==> src/rtl/trsp_pkg.sv <==
`timescale 1ns / 1ps

package trsp_pkg;

    // Input item modes.
    localparam logic [2:0] MODE_START  = 3'd0;
    localparam logic [2:0] MODE_TARGET = 3'd1;
    localparam logic [2:0] MODE_SETPOS = 3'd2;
    localparam logic [2:0] MODE_STOP   = 3'd3;
    localparam logic [2:0] MODE_RAMP   = 3'd4;
    localparam logic [2:0] MODE_PULSE  = 3'd5;

    // Configuration register indexes.
    localparam logic [1:0] CFG_MIN_FREQ = 2'd0;
    localparam logic [1:0] CFG_MAX_FREQ = 2'd1;
    localparam logic [1:0] CFG_RAMP_UP  = 2'd2;
    localparam logic [1:0] CFG_RAMP_DN  = 2'd3;

    // Prescaler codes.
    localparam logic [2:0] PSC_DIV1    = 3'd0;
    localparam logic [2:0] PSC_DIV8    = 3'd1;
    localparam logic [2:0] PSC_DIV64   = 3'd2;
    localparam logic [2:0] PSC_DIV256  = 3'd3;
    localparam logic [2:0] PSC_DIV1024 = 3'd4;

    // Widths of the serial arithmetic units.
    localparam int MulAW   = 33;
    localparam int MulBW   = 25;
    localparam int ProdW   = MulAW + MulBW;
    localparam int DivDW   = ProdW;
    localparam int DivVW   = 25;

    localparam logic [19:0] FREQ_LIMIT = 20'hFFFFF;
    localparam logic [23:0] CLOCK_HZ   = 24'd16000000;

    typedef enum logic [3:0] {
        S_IDLE,
        S_APPLY,
        S_CLASS,
        S_SMUL_A,
        S_SMUL_B,
        S_TMUL,
        S_TDIV,
        S_CV,
        S_CDIV,
        S_DONE
    } t_state;

    // Outcome of the ramp classification.
    typedef enum logic [2:0] {
        PICK_MIN,
        PICK_MAX,
        PICK_UP,
        PICK_DN,
        PICK_SHORT
    } t_pick;

    typedef enum logic [1:0] {
        MS_SHORT_A,
        MS_SHORT_B,
        MS_TERM_UP,
        MS_TERM_DN
    } t_mul_sel;

    typedef enum logic {
        DS_TERM,
        DS_CMP
    } t_div_sel;

    typedef enum logic [1:0] {
        FS_MIN,
        FS_MAX,
        FS_TERM
    } t_freq_sel;

    typedef struct packed {
        logic      load_in;
        logic      apply;
        logic      mul_start;
        t_mul_sel  mul_sel;
        logic      save_p1;
        logic      div_start;
        t_div_sel  div_sel;
        logic      freq_load;
        t_freq_sel freq_sel;
        logic      out_load;
    } t_dp_cmd;

    typedef struct packed {
        logic [2:0] mode;
        logic       ramp_ok;
        t_pick      pick;
        logic       short_up;
        logic       mul_done;
        logic       div_done;
        logic       freq_zero;
        logic       out_free;
    } t_dp_stat;

    // Prescaler code for a frequency.
    function automatic logic [2:0] psc_code(input logic [19:0] f);
        logic [2:0] c;
        if (f >= 20'd250) c = PSC_DIV1;
        else if (f >= 20'd50) c = PSC_DIV8;
        else if (f >= 20'd2) c = PSC_DIV64;
        else if (f >= 20'd1) c = PSC_DIV256;
        else c = PSC_DIV1024;
        return c;
    endfunction

    // Left shift that gives 2 * divider.
    function automatic logic [3:0] psc_shift(input logic [2:0] c);
        logic [3:0] s;
        case (c)
            PSC_DIV1:   s = 4'd1;
            PSC_DIV8:   s = 4'd4;
            PSC_DIV64:  s = 4'd7;
            PSC_DIV256: s = 4'd9;
            default:    s = 4'd11;
        endcase
        return s;
    endfunction

endpackage

==> src/rtl/trsp_mul.sv <==
`timescale 1ns / 1ps

module trsp_mul (
    input  logic                        i_clk,
    input  logic                        i_rst_n,
    input  logic                        i_start,
    input  logic [trsp_pkg::MulAW-1:0]  i_a,
    input  logic [trsp_pkg::MulBW-1:0]  i_b,
    output logic [trsp_pkg::ProdW-1:0]  o_prod,
    output logic                        o_done
);
    import trsp_pkg::*;

    localparam int CntW = $clog2(MulBW + 1);

    logic [ProdW-1:0] r_acc;
    logic [ProdW-1:0] r_a;
    logic [MulBW-1:0] r_b;
    logic [CntW-1:0]  r_cnt;
    logic             r_busy;
    logic             r_done;

    // Control: one multiplier bit per cycle.
    always_ff @(posedge i_clk) begin
        if (!i_rst_n) begin
            r_busy <= 1'b0;
            r_done <= 1'b0;
            r_cnt  <= '0;
        end else begin
            r_done <= 1'b0;
            if (i_start) begin
                r_busy <= 1'b1;
                r_cnt  <= '0;
            end else if (r_busy) begin
                r_cnt <= r_cnt + 1'b1;
                if (r_cnt == CntW'(MulBW - 1)) begin
                    r_busy <= 1'b0;
                    r_done <= 1'b1;
                end
            end
        end
    end

    // Shift-and-add datapath.
    always_ff @(posedge i_clk) begin
        if (i_start) begin
            r_acc <= '0;
            r_a   <= ProdW'(i_a);
            r_b   <= i_b;
        end else if (r_busy) begin
            if (r_b[0]) begin
                r_acc <= r_acc + r_a;
            end
            r_a <= {r_a[ProdW-2:0], 1'b0};
            r_b <= {1'b0, r_b[MulBW-1:1]};
        end
    end

    assign o_prod = r_acc;
    assign o_done = r_done;
endmodule

==> src/rtl/trsp_div.sv <==
`timescale 1ns / 1ps

module trsp_div (
    input  logic                        i_clk,
    input  logic                        i_rst_n,
    input  logic                        i_start,
    input  logic [trsp_pkg::DivDW-1:0]  i_dividend,
    input  logic [trsp_pkg::DivVW-1:0]  i_divisor,
    output logic [trsp_pkg::DivDW-1:0]  o_quot,
    output logic                        o_done
);
    import trsp_pkg::*;

    localparam int CntW = $clog2(DivDW + 1);

    logic [DivDW-1:0] r_quo;
    logic [DivVW-1:0] r_rem;
    logic [DivVW-1:0] r_dsr;
    logic [CntW-1:0]  r_cnt;
    logic             r_busy;
    logic             r_done;
    logic [DivVW:0]   rem_sh;
    logic             fits;

    // Restoring step: shift one dividend bit into the remainder.
    assign rem_sh = {r_rem, r_quo[DivDW-1]};
    assign fits   = (rem_sh >= {1'b0, r_dsr});

    always_ff @(posedge i_clk) begin
        if (!i_rst_n) begin
            r_busy <= 1'b0;
            r_done <= 1'b0;
            r_cnt  <= '0;
        end else begin
            r_done <= 1'b0;
            if (i_start) begin
                r_busy <= 1'b1;
                r_cnt  <= '0;
            end else if (r_busy) begin
                r_cnt <= r_cnt + 1'b1;
                if (r_cnt == CntW'(DivDW - 1)) begin
                    r_busy <= 1'b0;
                    r_done <= 1'b1;
                end
            end
        end
    end

    always_ff @(posedge i_clk) begin
        if (i_start) begin
            r_quo <= i_dividend;
            r_rem <= '0;
            r_dsr <= i_divisor;
        end else if (r_busy) begin
            r_quo <= {r_quo[DivDW-2:0], fits};
            if (fits) begin
                r_rem <= DivVW'(rem_sh - {1'b0, r_dsr});
            end else begin
                r_rem <= rem_sh[DivVW-1:0];
            end
        end
    end

    assign o_quot = r_quo;
    assign o_done = r_done;
endmodule

==> src/rtl/trsp_dp.sv <==
`timescale 1ns / 1ps

module trsp_dp (
    input  logic                i_clk,
    input  logic                i_rst_n,
    input  logic                i_cfg_we,
    input  logic [1:0]          i_cfg_idx,
    input  logic [23:0]         i_cfg_wdata,
    input  logic [39:0]         i_s_axis_tdata,
    input  logic                i_m_axis_tready,
    output logic                o_m_axis_tvalid,
    output logic [79:0]         o_m_axis_tdata,
    input  trsp_pkg::t_dp_cmd   i_cmd,
    output trsp_pkg::t_dp_stat  o_stat
);
    import trsp_pkg::*;

    // Configuration registers.
    logic [19:0] r_min_freq, r_max_freq;
    logic [23:0] r_ramp_up, r_ramp_dn;

    // Motion state.
    logic [31:0] r_pos, r_target, r_start;
    logic        r_fwd, r_run, r_level;
    logic [19:0] r_freq;

    // Latched input item.
    logic [2:0]  r_mode;
    logic [31:0] r_value;
    logic        r_dir;

    // Ramp working registers.
    logic [32:0]      r_dist, r_moved;
    logic [ProdW-1:0] r_p1;
    logic             r_use_up;

    // Result register.
    logic        r_out_valid;
    logic [79:0] r_out_data;

    logic [32:0] n_dist, n_moved, rem;
    logic [32:0] d_tgt, d_pos;
    logic        n_level;
    logic [31:0] n_pos;
    logic [19:0] span;
    logic [24:0] up_dn;
    t_pick       pick;

    logic [MulAW-1:0] mul_a;
    logic [MulBW-1:0] mul_b;
    logic [ProdW-1:0] mul_prod;
    logic             mul_done;
    logic [DivDW-1:0] div_dvd;
    logic [DivVW-1:0] div_dsr;
    logic [DivDW-1:0] div_quot;
    logic             div_done;

    logic [23:0] len;
    logic [20:0] f_sum;
    logic [19:0] f_term;
    logic [2:0]  code;
    logic [15:0] cmp;

    // Configuration writes.
    always_ff @(posedge i_clk) begin
        if (!i_rst_n) begin
            r_min_freq <= 20'd10000;
            r_max_freq <= 20'd50000;
            r_ramp_up  <= 24'd5000;
            r_ramp_dn  <= 24'd5000;
        end else if (i_cfg_we) begin
            unique case (i_cfg_idx)
                CFG_MIN_FREQ: r_min_freq <= i_cfg_wdata[19:0];
                CFG_MAX_FREQ: r_max_freq <= i_cfg_wdata[19:0];
                CFG_RAMP_UP:  r_ramp_up  <= i_cfg_wdata;
                CFG_RAMP_DN:  r_ramp_dn  <= i_cfg_wdata;
            endcase
        end
    end

    // Exact distances from the move start, as 33-bit magnitudes.
    always_comb begin
        d_tgt   = {r_target[31], r_target} - {r_start[31], r_start};
        d_pos   = {r_pos[31], r_pos} - {r_start[31], r_start};
        n_dist  = d_tgt[32] ? (~d_tgt + 33'd1) : d_tgt;
        n_moved = d_pos[32] ? (~d_pos + 33'd1) : d_pos;
    end

    // Pulse edge: toggle, count on the falling edge.
    always_comb begin
        n_level = ~r_level;
        if (n_level) begin
            n_pos = r_pos;
        end else if (r_fwd) begin
            n_pos = r_pos + 32'd1;
        end else begin
            n_pos = r_pos - 32'd1;
        end
    end

    // Item latch and command execution.
    always_ff @(posedge i_clk) begin
        if (i_cmd.load_in) begin
            r_mode  <= i_s_axis_tdata[2:0];
            r_value <= i_s_axis_tdata[34:3];
            r_dir   <= i_s_axis_tdata[35];
        end
        if (i_cmd.apply) begin
            r_dist  <= n_dist;
            r_moved <= n_moved;
        end
        if (i_cmd.save_p1) begin
            r_p1 <= mul_prod;
        end
    end

    always_ff @(posedge i_clk) begin
        if (!i_rst_n) begin
            r_pos    <= '0;
            r_target <= '0;
            r_start  <= '0;
            r_fwd    <= 1'b1;
            r_run    <= 1'b0;
            r_level  <= 1'b0;
            r_freq   <= '0;
        end else begin
            if (i_cmd.apply) begin
                case (r_mode)
                    MODE_START: begin
                        r_target <= r_value;
                        r_start  <= r_pos;
                        r_fwd    <= r_dir;
                        r_run    <= 1'b1;
                        r_freq   <= (r_max_freq > r_min_freq) ? r_min_freq : r_max_freq;
                    end
                    MODE_TARGET: r_target <= r_value;
                    MODE_SETPOS: r_pos    <= r_value;
                    MODE_STOP:   r_run    <= 1'b0;
                    MODE_PULSE: begin
                        if (r_run) begin
                            r_level <= n_level;
                            r_pos   <= n_pos;
                            if (r_fwd) begin
                                r_run <= !($signed(n_pos) >= $signed(r_target));
                            end else begin
                                r_run <= !($signed(n_pos) <= $signed(r_target));
                            end
                        end
                    end
                    default: ;
                endcase
            end
            if (i_cmd.freq_load) begin
                unique case (i_cmd.freq_sel)
                    FS_MIN:  r_freq <= r_min_freq;
                    FS_MAX:  r_freq <= r_max_freq;
                    FS_TERM: r_freq <= f_sum[20] ? FREQ_LIMIT : f_sum[19:0];
                    default: r_freq <= r_freq;
                endcase
            end
        end
    end

    // Ramp classification.
    always_comb begin
        rem   = (r_moved >= r_dist) ? 33'd0 : (r_dist - r_moved);
        span  = r_max_freq - r_min_freq;
        up_dn = {1'b0, r_ramp_up} + {1'b0, r_ramp_dn};
        if (r_dist >= {8'd0, up_dn}) begin
            if (r_moved == 33'd0 || rem == 33'd0) pick = PICK_MIN;
            else if (r_moved < {9'd0, r_ramp_up}) pick = PICK_UP;
            else if (rem < {9'd0, r_ramp_dn}) pick = PICK_DN;
            else pick = PICK_MAX;
        end else begin
            pick = PICK_SHORT;
        end
    end

    // Multiplier operands.
    always_comb begin
        unique case (i_cmd.mul_sel)
            MS_SHORT_A: begin mul_a = r_moved; mul_b = up_dn; end
            MS_SHORT_B: begin mul_a = r_dist;  mul_b = {1'b0, r_ramp_up}; end
            MS_TERM_UP: begin mul_a = r_moved; mul_b = {5'd0, span}; end
            default:    begin mul_a = rem;     mul_b = {5'd0, span}; end
        endcase
    end

    always_ff @(posedge i_clk) begin
        if (i_cmd.mul_start) begin
            r_use_up <= (i_cmd.mul_sel == MS_TERM_UP);
        end
    end

    trsp_mul u_mul (
        .i_clk   (i_clk),
        .i_rst_n (i_rst_n),
        .i_start (i_cmd.mul_start),
        .i_a     (mul_a),
        .i_b     (mul_b),
        .o_prod  (mul_prod),
        .o_done  (mul_done)
    );

    // Divider operands: ramp term or timer compare value.
    assign len  = r_use_up ? r_ramp_up : r_ramp_dn;
    assign code = psc_code(r_freq);

    always_comb begin
        if (i_cmd.div_sel == DS_TERM) begin
            div_dvd = mul_prod;
            div_dsr = {1'b0, len};
        end else begin
            div_dvd = DivDW'(CLOCK_HZ);
            div_dsr = DivVW'({5'd0, r_freq} << psc_shift(code));
        end
    end

    trsp_div u_div (
        .i_clk      (i_clk),
        .i_rst_n    (i_rst_n),
        .i_start    (i_cmd.div_start),
        .i_dividend (div_dvd),
        .i_divisor  (div_dsr),
        .o_quot     (div_quot),
        .o_done     (div_done)
    );

    // Ramp frequency with saturation; a zero ramp length gives no term.
    always_comb begin
        if (len == 24'd0) begin
            f_term = '0;
            f_sum  = {1'b0, r_min_freq};
        end else if (div_quot[DivDW-1:20] != '0) begin
            f_term = FREQ_LIMIT;
            f_sum  = {1'b1, FREQ_LIMIT};
        end else begin
            f_term = div_quot[19:0];
            f_sum  = {1'b0, r_min_freq} + {1'b0, f_term};
        end
    end

    assign cmp = (r_freq == 20'd0) ? 16'hFFFF : div_quot[15:0];

    // Result register; it takes the next result once the current one is taken.
    always_ff @(posedge i_clk) begin
        if (!i_rst_n) begin
            r_out_valid <= 1'b0;
        end else if (i_cmd.out_load) begin
            r_out_valid <= 1'b1;
        end else if (i_m_axis_tready) begin
            r_out_valid <= 1'b0;
        end
    end

    always_ff @(posedge i_clk) begin
        if (i_cmd.out_load) begin
            r_out_data <= {7'd0, r_level, r_run, r_pos, cmp, code, r_freq};
        end
    end

    assign o_m_axis_tvalid = r_out_valid;
    assign o_m_axis_tdata  = r_out_data;

    always_comb begin
        o_stat.mode      = r_mode;
        o_stat.ramp_ok   = r_run && (r_max_freq > r_min_freq);
        o_stat.pick      = pick;
        o_stat.short_up  = (r_p1 < mul_prod);
        o_stat.mul_done  = mul_done;
        o_stat.div_done  = div_done;
        o_stat.freq_zero = (r_freq == 20'd0);
        o_stat.out_free  = !r_out_valid || i_m_axis_tready;
    end
endmodule

==> src/rtl/trsp_ctrl.sv <==
`timescale 1ns / 1ps

module trsp_ctrl (
    input  logic                i_clk,
    input  logic                i_rst_n,
    input  logic                i_s_axis_tvalid,
    output logic                o_s_axis_tready,
    input  trsp_pkg::t_dp_stat  i_stat,
    output trsp_pkg::t_dp_cmd   o_cmd
);
    import trsp_pkg::*;

    t_state r_state, n_state;

    always_ff @(posedge i_clk) begin
        if (!i_rst_n) begin
            r_state <= S_IDLE;
        end else begin
            r_state <= n_state;
        end
    end

    // Next state.
    always_comb begin
        n_state = r_state;
        unique case (r_state)
            S_IDLE:   if (i_s_axis_tvalid) n_state = S_APPLY;
            S_APPLY: begin
                if (i_stat.mode == MODE_RAMP && i_stat.ramp_ok) n_state = S_CLASS;
                else n_state = S_CV;
            end
            S_CLASS: begin
                unique case (i_stat.pick)
                    PICK_SHORT:     n_state = S_SMUL_A;
                    PICK_UP, PICK_DN: n_state = S_TMUL;
                    default:        n_state = S_CV;
                endcase
            end
            S_SMUL_A: if (i_stat.mul_done) n_state = S_SMUL_B;
            S_SMUL_B: if (i_stat.mul_done) n_state = S_TMUL;
            S_TMUL:   if (i_stat.mul_done) n_state = S_TDIV;
            S_TDIV:   if (i_stat.div_done) n_state = S_CV;
            S_CV:     n_state = i_stat.freq_zero ? S_DONE : S_CDIV;
            S_CDIV:   if (i_stat.div_done) n_state = S_DONE;
            S_DONE:   if (i_stat.out_free) n_state = S_IDLE;
            default:  n_state = S_IDLE;
        endcase
    end

    // Commands to the datapath.
    always_comb begin
        o_cmd = '0;
        o_cmd.mul_sel  = MS_SHORT_A;
        o_cmd.div_sel  = DS_TERM;
        o_cmd.freq_sel = FS_MIN;
        o_s_axis_tready = 1'b0;
        unique case (r_state)
            S_IDLE: begin
                // The input stays closed while reset is held.
                o_s_axis_tready = i_rst_n;
                o_cmd.load_in   = i_s_axis_tvalid;
            end
            S_APPLY: o_cmd.apply = 1'b1;
            S_CLASS: begin
                unique case (i_stat.pick)
                    PICK_SHORT: begin
                        o_cmd.mul_start = 1'b1;
                        o_cmd.mul_sel   = MS_SHORT_A;
                    end
                    PICK_UP: begin
                        o_cmd.mul_start = 1'b1;
                        o_cmd.mul_sel   = MS_TERM_UP;
                    end
                    PICK_DN: begin
                        o_cmd.mul_start = 1'b1;
                        o_cmd.mul_sel   = MS_TERM_DN;
                    end
                    PICK_MAX: begin
                        o_cmd.freq_load = 1'b1;
                        o_cmd.freq_sel  = FS_MAX;
                    end
                    default: begin
                        o_cmd.freq_load = 1'b1;
                        o_cmd.freq_sel  = FS_MIN;
                    end
                endcase
            end
            S_SMUL_A: begin
                if (i_stat.mul_done) begin
                    o_cmd.save_p1   = 1'b1;
                    o_cmd.mul_start = 1'b1;
                    o_cmd.mul_sel   = MS_SHORT_B;
                end
            end
            S_SMUL_B: begin
                if (i_stat.mul_done) begin
                    o_cmd.mul_start = 1'b1;
                    o_cmd.mul_sel   = i_stat.short_up ? MS_TERM_UP : MS_TERM_DN;
                end
            end
            S_TMUL: begin
                if (i_stat.mul_done) begin
                    o_cmd.div_start = 1'b1;
                    o_cmd.div_sel   = DS_TERM;
                end
            end
            S_TDIV: begin
                if (i_stat.div_done) begin
                    o_cmd.freq_load = 1'b1;
                    o_cmd.freq_sel  = FS_TERM;
                end
            end
            S_CV: begin
                if (!i_stat.freq_zero) begin
                    o_cmd.div_start = 1'b1;
                    o_cmd.div_sel   = DS_CMP;
                end
            end
            S_CDIV: ;
            S_DONE: o_cmd.out_load = i_stat.out_free;
            default: ;
        endcase
    end
endmodule

==> src/rtl/trapezoid_ramp_step_pulse_generator.sv <==
`timescale 1ns / 1ps
// Commands and pulse edges give their result once the 58-step serial divider has formed the
// timer compare value; when the frequency is zero no divide is needed.
// Ramp ticks take up to three 25-step multiplies and two divides.
// Throughput: one item at a time; the next is accepted once the result is registered.
// Reset (synchronous, active low) restores the default ramp settings and clears the motion state.
module trapezoid_ramp_step_pulse_generator (
    input  logic        i_clk,
    input  logic        i_rst_n,
    // Configuration write port.
    input  logic        i_cfg_we,
    input  logic [1:0]  i_cfg_idx,
    input  logic [23:0] i_cfg_wdata,
    // Input items.
    input  logic        i_s_axis_tvalid,
    output logic        o_s_axis_tready,
    // mode[2:0], value[34:3], direction[35], zero fill
    input  logic [39:0] i_s_axis_tdata,
    // Results.
    output logic        o_m_axis_tvalid,
    input  logic        i_m_axis_tready,
    // step_freq[19:0], prescale_code[22:20], compare_value[38:23],
    // position[70:39], running[71], step_level[72], zero fill
    output logic [79:0] o_m_axis_tdata
);
    import trsp_pkg::*;

    t_dp_cmd  cmd;
    t_dp_stat stat;

    trsp_ctrl u_ctrl (
        .i_clk           (i_clk),
        .i_rst_n         (i_rst_n),
        .i_s_axis_tvalid (i_s_axis_tvalid),
        .o_s_axis_tready (o_s_axis_tready),
        .i_stat          (stat),
        .o_cmd           (cmd)
    );

    trsp_dp u_dp (
        .i_clk           (i_clk),
        .i_rst_n         (i_rst_n),
        .i_cfg_we        (i_cfg_we),
        .i_cfg_idx       (i_cfg_idx),
        .i_cfg_wdata     (i_cfg_wdata),
        .i_s_axis_tdata  (i_s_axis_tdata),
        .i_m_axis_tready (i_m_axis_tready),
        .o_m_axis_tvalid (o_m_axis_tvalid),
        .o_m_axis_tdata  (o_m_axis_tdata),
        .i_cmd           (cmd),
        .o_stat          (stat)
    );

    // An accepted transaction keeps the input side closed in the next cycle.
    a_busy_after_accept: assert property (@(posedge i_clk) disable iff (!i_rst_n)
        (i_s_axis_tvalid && o_s_axis_tready) |=> !o_s_axis_tready)
        else $error("input accepted while an item is in progress");

    // A result is only loaded when the result register can take it.
    a_load_when_free: assert property (@(posedge i_clk) disable iff (!i_rst_n)
        cmd.out_load |-> stat.out_free)
        else $error("result register overwritten");

    // The multiplier and the divider are never started together.
    a_one_unit: assert property (@(posedge i_clk) disable iff (!i_rst_n)
        !(cmd.mul_start && cmd.div_start))
        else $error("multiplier and divider started together");

    // No new item is taken while a result is being loaded.
    a_no_load_on_accept: assert property (@(posedge i_clk) disable iff (!i_rst_n)
        cmd.out_load |-> !o_s_axis_tready)
        else $error("accept and result load in the same cycle");
endmodule
==> config.mk <==
export PLATFORM = sky130hd
export DESIGN_NAME = trapezoid_ramp_step_pulse_generator
export DESIGN_NICKNAME = d
export VERILOG_FILES = /design/src/rtl/trsp_pkg.sv /design/src/rtl/trsp_mul.sv /design/src/rtl/trsp_div.sv /design/src/rtl/trsp_dp.sv /design/src/rtl/trsp_ctrl.sv /design/src/rtl/trapezoid_ramp_step_pulse_generator.sv
export SDC_FILE = /design/constraint.sdc
export NUM_CORES = 2
export LEC_CHECK = 0
export BUFFER_PORTS_ARGS = -buffer_cell sky130_fd_sc_hd__buf_2
export CAP_MARGIN = 20
export CORE_MARGIN = 10
export CORE_UTILIZATION = 51
export DETAILED_ROUTE_END_ITERATION = 16
export GPL_ROUTABILITY_DRIVEN = 0
export MAX_ROUTING_LAYER = met4
export PLACE_DENSITY = 0.7
export SYNTH_ARGS = -nofsm -noshare
export SYNTH_HDL_FRONTEND = slang
export SYNTH_SLANG_ARGS = --single-unit
==> constraint.sdc <==
create_clock -name i_clk -period 7.4 [get_ports i_clk]
set_clock_uncertainty 0.15 [all_clocks]
set_input_delay 0 -clock i_clk [delete_from_list [all_inputs] [get_ports i_clk]]
set_output_delay 0 -clock i_clk [all_outputs]
set_load 0.01 [all_outputs]
After elaboration in Yosys (flattened, before gate mapping)
Index checks and enable logic that the tools add are counted.
- register bits: 710
- bits of input ports: 71
- output and inout bits: 82
- logic and storage cells: 233
- add/subtract/negate cells: 14
- order comparisons: 13
- eq/ne operators: 39
- shifts and indexed selects: 1
- mux-type cells: 77
- bitwise operators: 6
- reduce and logical (&&, ||, !) cells: 45
- operators with widths (operator ; number):
    $mux W58 ; 3
    $mux W32 ; 5
    $mux W20 ; 5
    $mux W33 ; 3
    $mux W25 ; 3
    $add A33 B1 Y33 const B ; 2
    $logic_not A33 Y1 ; 2
    $lt A33 B24 Y1 ; 2
    $not A33 Y33 ; 2
    $pmux W33 S2 ; 1
    $sub A32 B32 Y33 ; 2
    $pmux W32 S2 ; 1
    $pmux W20 S3 ; 1
    $add A58 B58 Y58 ; 1
    $lt A58 B58 Y1 ; 1
    $pmux W25 S2 ; 1
    $mux W24 ; 2
    $mux W21 ; 2
    $pmux W4 S10 ; 1
    $reduce_bool A38 Y1 ; 1
    $mux W4 ; 9
    $ge A33 B25 Y1 ; 1
    $ge A33 B33 Y1 ; 1
    $sub A33 B33 Y33 ; 1
    other kinds (55) ; 142

Longest topological paths before layout
- depth in word-level cells: 14
- gate-level depth with buffers: 34
- depth with buffers taken out: 31

By module
A second synthesis with hierarchy kept.
- cells, all modules: 5675
- area, all modules: 49633.9 um2
- by module, submodules not included (module ; times used ; cells an instance ; area each (um2) ; seq. area each (um2)):
    trsp_dp ; 1 ; 4078 ; 34051.4 ; 11190.7
    trsp_mul ; 1 ; 980 ; 8947.3 ; 3543.4
    trsp_div ; 1 ; 539 ; 6103.4 ; 3153.0
    trsp_ctrl ; 1 ; 78 ; 531.8 ; 80.1

Worst setup path before layout
Ideal clock, no wire load.
- kind: register to register
- start: reg u_dp.r_moved[8]
- end: reg u_dp.u_mul.r_a[0], enable pin
- setup time: 417 ps
- arrival: 6402 ps
- data required time: 6833 ps
- slack: 431 ps
- cell stages (with the launch flop): 29
- path buffers: 3
- cell sequence: edfxtp_1 inv_1 ha_1 buf_2 a21o_1 a31oi_2 o21ai_2 o21ai_1 a2111oi_2 o21ai_1 a21boi_0 o21bai_1 clkbuf_1 clkbuf_1 nor2b_1 ha_1 a21o_1 a21o_1 a21o_1 a21o_1 a21o_1 a221oi_1 o21a_1 a21boi_0 a32o_2 o211ai_4 nand2_1 a21oi_1 nand2_1
- cells in the longest elaborated chain, start to end: 11
- elaborated cells between the ends (all ways): 18
- ends and longest elaborated chain (what ; line ; RTL):
    start, declared ; trsp_dp.sv:33 ; logic [32:0] r_dist, r_moved;
    start signal, assigned ; trsp_dp.sv:110 ; r_moved <= n_moved;
    $sub A33 B33 Y33 / $ge A33 B33 Y1 (equally long branches) ; trsp_dp.sv:166 ; rem = (r_moved >= r_dist) ? 33'd0 : (r_dist - r_moved);
    $mux W33 ; trsp_dp.sv:166 ;
    $lt A33 B24 Y1 ; trsp_dp.sv:172 ; else if (rem < {9'd0, r_ramp_dn}) pick = PICK_DN;
    $mux W2 ; trsp_dp.sv:172 ;
    $mux W3 ; trsp_dp.sv:171 ; else if (r_moved < {9'd0, r_ramp_up}) pick = PICK_UP;
    $mux W3 (*) ; trsp_dp.sv:170 ; if (r_moved == 33'd0 || rem == 33'd0) pick = PICK_MIN;
    $mux W3 (*) ; trsp_dp.sv:169 ; if (r_dist >= {8'd0, up_dn}) begin
    $eq A3 B2 Y1 / $eq A3 B3 Y1 (equally long branches) ; trsp_ctrl.sv:65 ; unique case (i_stat.pick)
    $pmux W3 S3 (*) ; trsp_ctrl.sv:65 ;
    $pmux W3 S3 (*) ; trsp_ctrl.sv:57 ; unique case (r_state)
    $reduce_bool A2 Y1 (no line) (*) ; - ;
    end signal, assigned ; trsp_mul.sv:48 ; r_a <= ProdW'(i_a);
    end signal, assigned ; trsp_mul.sv:54 ; r_a <= {r_a[ProdW-2:0], 1'b0};
    end, declared ; trsp_mul.sv:17 ; logic [ProdW-1:0] r_a;
Every way passes the cells marked *; elsewhere a longest branch is shown, timed or not.
A chain may end at the register's enable or synchronous reset.

Worst setup path after layout
- start: reg u_dp.r_ramp_dn[0]
- end: reg u_dp.r_freq[9]
- cells in the longest elaborated chain, start to end: 12
- elaborated cells between the ends (all ways): 27
- ends and longest elaborated chain (what ; line ; RTL):
    start, declared ; trsp_dp.sv:20 ; logic [23:0] r_ramp_up, r_ramp_dn;
    start signal, assigned ; trsp_dp.sv:76 ; CFG_RAMP_DN: r_ramp_dn <= i_cfg_wdata;
    branches (longest 12 deep; another with $ge A33 B25 Y1) ; - ;
    end signal, assigned ; trsp_dp.sv:155 ; FS_MIN: r_freq <= r_min_freq;
    end signal, assigned ; trsp_dp.sv:156 ; FS_MAX: r_freq <= r_max_freq;
    end signal, assigned ; trsp_dp.sv:157 ; FS_TERM: r_freq <= f_sum[20] ? FREQ_LIMIT : f_sum[19:0];
    end, declared ; trsp_dp.sv:25 ; logic [19:0] r_freq;
Several ways; the timed one is not identified.

==> results.yml <==
timing:
  finalCriticalPeriod_ns: 7.12
  hold_viol_final: 0
  fmax_mhz: 141
  relSlewSlack_pct: 26.9
  setup_viol: 0
  period_share_pct: 96.2
  worst_slew_pin_slew_ns: 1.10
  slew_violations: 0
  rsz0062_at_grt: "true"
clock_network:
  h-tree-depth: 3
  clk_latency_ns: 0.67
  cts_tree: "yes"
  cts_root_buffer: "clkbuf_16"
  cts_sinks: 710
  clkTransAtPathRegs_ns: 0.06
  clk_path_buf_depth: 3
  cts_buffers: 78
  postCtsSetupRepairBufs: 0
logic_synthesis:
  syn_area_um2: 47500
  synthCells: 5402
  ys.flop_type: "edfxtp_1"
  ys_seq_area_share_pct: 37.8
  syn_area_per_cell_um2: 8.79
  synth-seq-cells: 710
  synth_edf_count: 375
  ys_warn_count: 0
  yosysUniqueCellTypes: 99
  synthArstFlopShare_pct: 0
outcome:
  status: "complete, no violations"
global_route:
  grt_pass1_wl_um: 220000
  grt_overflow: 0
  grt_max_degree: 107
  grt_use_total_pct: 26.2
  antenna_found_initial: 3
  grt_util_met1_pct: 32.8
  use_met2_pct: 42.1
  top_usage_layer: "met2"
  use_met3_pct: 4.08
  grt_pass1_vias: 39318
routing:
  dr.pass1.iters: 6
  drtIter0Drc: 4057
  viasPerCell: 5.98
  vias: 41280
  ant_nets: 0
  totalWireLength_um: 140000
  drc: 0
  wl_per_cell_um: 20.3
floorplanning:
  core-area_um2: 92100
  initial_core_util_pct: 51.6
  std_cell_rows: 111
  io_pins: 153
  die_y_um: 325
  die_area_um2: 106000
  die_w_um: 325
layout:
  mostFrequentLayoutCells: "nand2_1, a21oi_1, ha_1, nor2_1, edfxtp_1"
  fin_nets: 6111
  area_growth_pct: 12.2
  layout_commonest_cell: "nand2_1"
  fin_area_um2: 53300
  drive_gt1_share_pct: 9.21
worst_setup_path:
  cp.required_ns: 7.80
  arrival_ns: 7.51
  worstSetupEndpointType: "register"
  crit_type: "register to register"
  start_kind: "register"
  crit_fanout: 11
  max_stage_delay_ns: 0.44
  crit_path_top_delay_cell: "o31ai_1"
power:
  powerDensity_nw_per_um2: 383
  power.total_uw: 20400
  leakagePower_uw: 0.0219
  vdd_drop_max_v: 0.000267
flow_run:
  max_cap_viol_count: 0
placement:
  dp_hpwl_um: 104000
  port_buffers: 141
  post_dp_cell_area_um2: 49500
hold_path:
  min_path_type: "input pin to register"
## final cells by class
cell class | instances | area (um^2)
inverters | 357 | 1350
repair buffers | 330 | 2460
fillers | 8096 | 38800
clock inverters | 44 | 449
well taps | 1243 | 1560
diodes | 3 | 7.51
flip-flops and latches | 710 | 18000
clock buffers | 101 | 2160
multi-input cells | 4112 | 27300
## path summary, 6_finish.rpt
path	start	end	cells past startpoint	slack, ns
max reg2reg	u_dp.r_ramp_dn[0]	u_dp.r_freq[9]	27	0.28
min	i_cfg_wdata[11]	u_dp.r_ramp_up[11]	4	0.04
min reg2reg	u_dp.r_start[31]	u_dp.r_start[31]	2	0.30
max	u_dp.r_ramp_dn[0]	u_dp.r_freq[9]	27	0.28
## registers in the layout (all words and copies together) (netlist names), 24 cells and up
signal	count
u_dp.u_div.r_rem	25
u_dp.u_div.o_quot	58
u_dp.u_mul.r_a	58
u_dp.r_ramp_dn	24
u_dp.u_div.r_dsr	25
u_dp.u_mul.r_b	25
u_dp.r_moved	33
u_dp.o_m_axis_tdata	73
u_dp.u_mul.o_prod	58
u_dp.r_ramp_up	24
u_dp.r_start	32
u_dp.r_dist	33
u_dp.r_value	32
u_dp.r_p1	58
u_dp.r_pos	32
u_dp.r_target	32
## kinds of logic after synthesis
group,Yosys count,synth area share [%]
AO/OA/AOI/OAI,1507,20.5
XOR/XNOR,280,5.18
adder cells (fa/ha/maj),451,12.0
buffers and inverters,587,4.82
flip-flops,710,37.8
multiplexers,136,2.97
other,1,0.00790
AND/OR/NAND/NOR,1730,16.7
## critical path, delay by kind of cell, from the launching register on
kind	cells	cell delay (ns)
adders and majority gates	4	1.08
DFF	1	0.35
and+or+nand+nor	6	1.42
AOI/OAI and AO/OA	15	3.64
buffers and inverters	2	0.38
## where the power goes
group	leakage (uW)	internal, uW	switching (uW)
combinational	0.0145	4270	6200
clock	0.00129	2300	1720
sequential	0.00619	5140	800
total	0.0219	11700	8720
## Yosys cell counts (34+ instances only)
master,n,area (um^2)
nand2b_1,56,350
o21a_1,62,465
xor2_1,90,788
xnor2_1,189,1660
edfxtp_1,375,11300
nor4_1,51,319
nand4_1,73,457
dfxtp_1,335,6710
o211ai_1,34,255
a31oi_1,58,363
a21o_1,183,1370
ha_1,442,5530
nand3_1,103,515
a21oi_1,532,2660
mux2i_1,96,961
a211oi_1,59,443
nand2_1,678,2540
o21ai_0,247,1240
or2_2,56,350
nor3_1,83,415
nor2b_1,54,338
clkbuf_1,173,649
inv_1,355,1330
mux2_2,40,450
nor2_1,435,1630
## per-layer routing
metal,wire length (um),up-vias
met2,64100,1597
met4,6390,0
li1,-,19883
met5,0,-
met3,10600,333
met1,58900,19467
## timing repair
action	in CTS	in global routing
resized for setup	0	3
hold buffers	111	0
endpoints found under the setup margin	0	18
hold endpoints to repair	138	0
## through the flow
stage / utilization [%] / cells / worst slack [ns] / setup TNS [ns] / hold slack, ns
3_5_place_dp: 53.8 / 6639 / 0.419 / 0 / 0.0281
3_3_place_gp: 53.8 / 6639 / 0.517 / 0 / 0.0259
4_1_cts: 57.8 / 6895 / 0.371 / 0 / 0.0163
2_1_floorplan: - / 5409 / 0.431 / 0 / -0.0511
6_report: 57.9 / 6900 / 0.285 / 0 / 0.0400
5_1_grt: 57.9 / 6899 / -0.00265 / -0.00420 / 0.0696
Power figures use the tool's default switching activity.
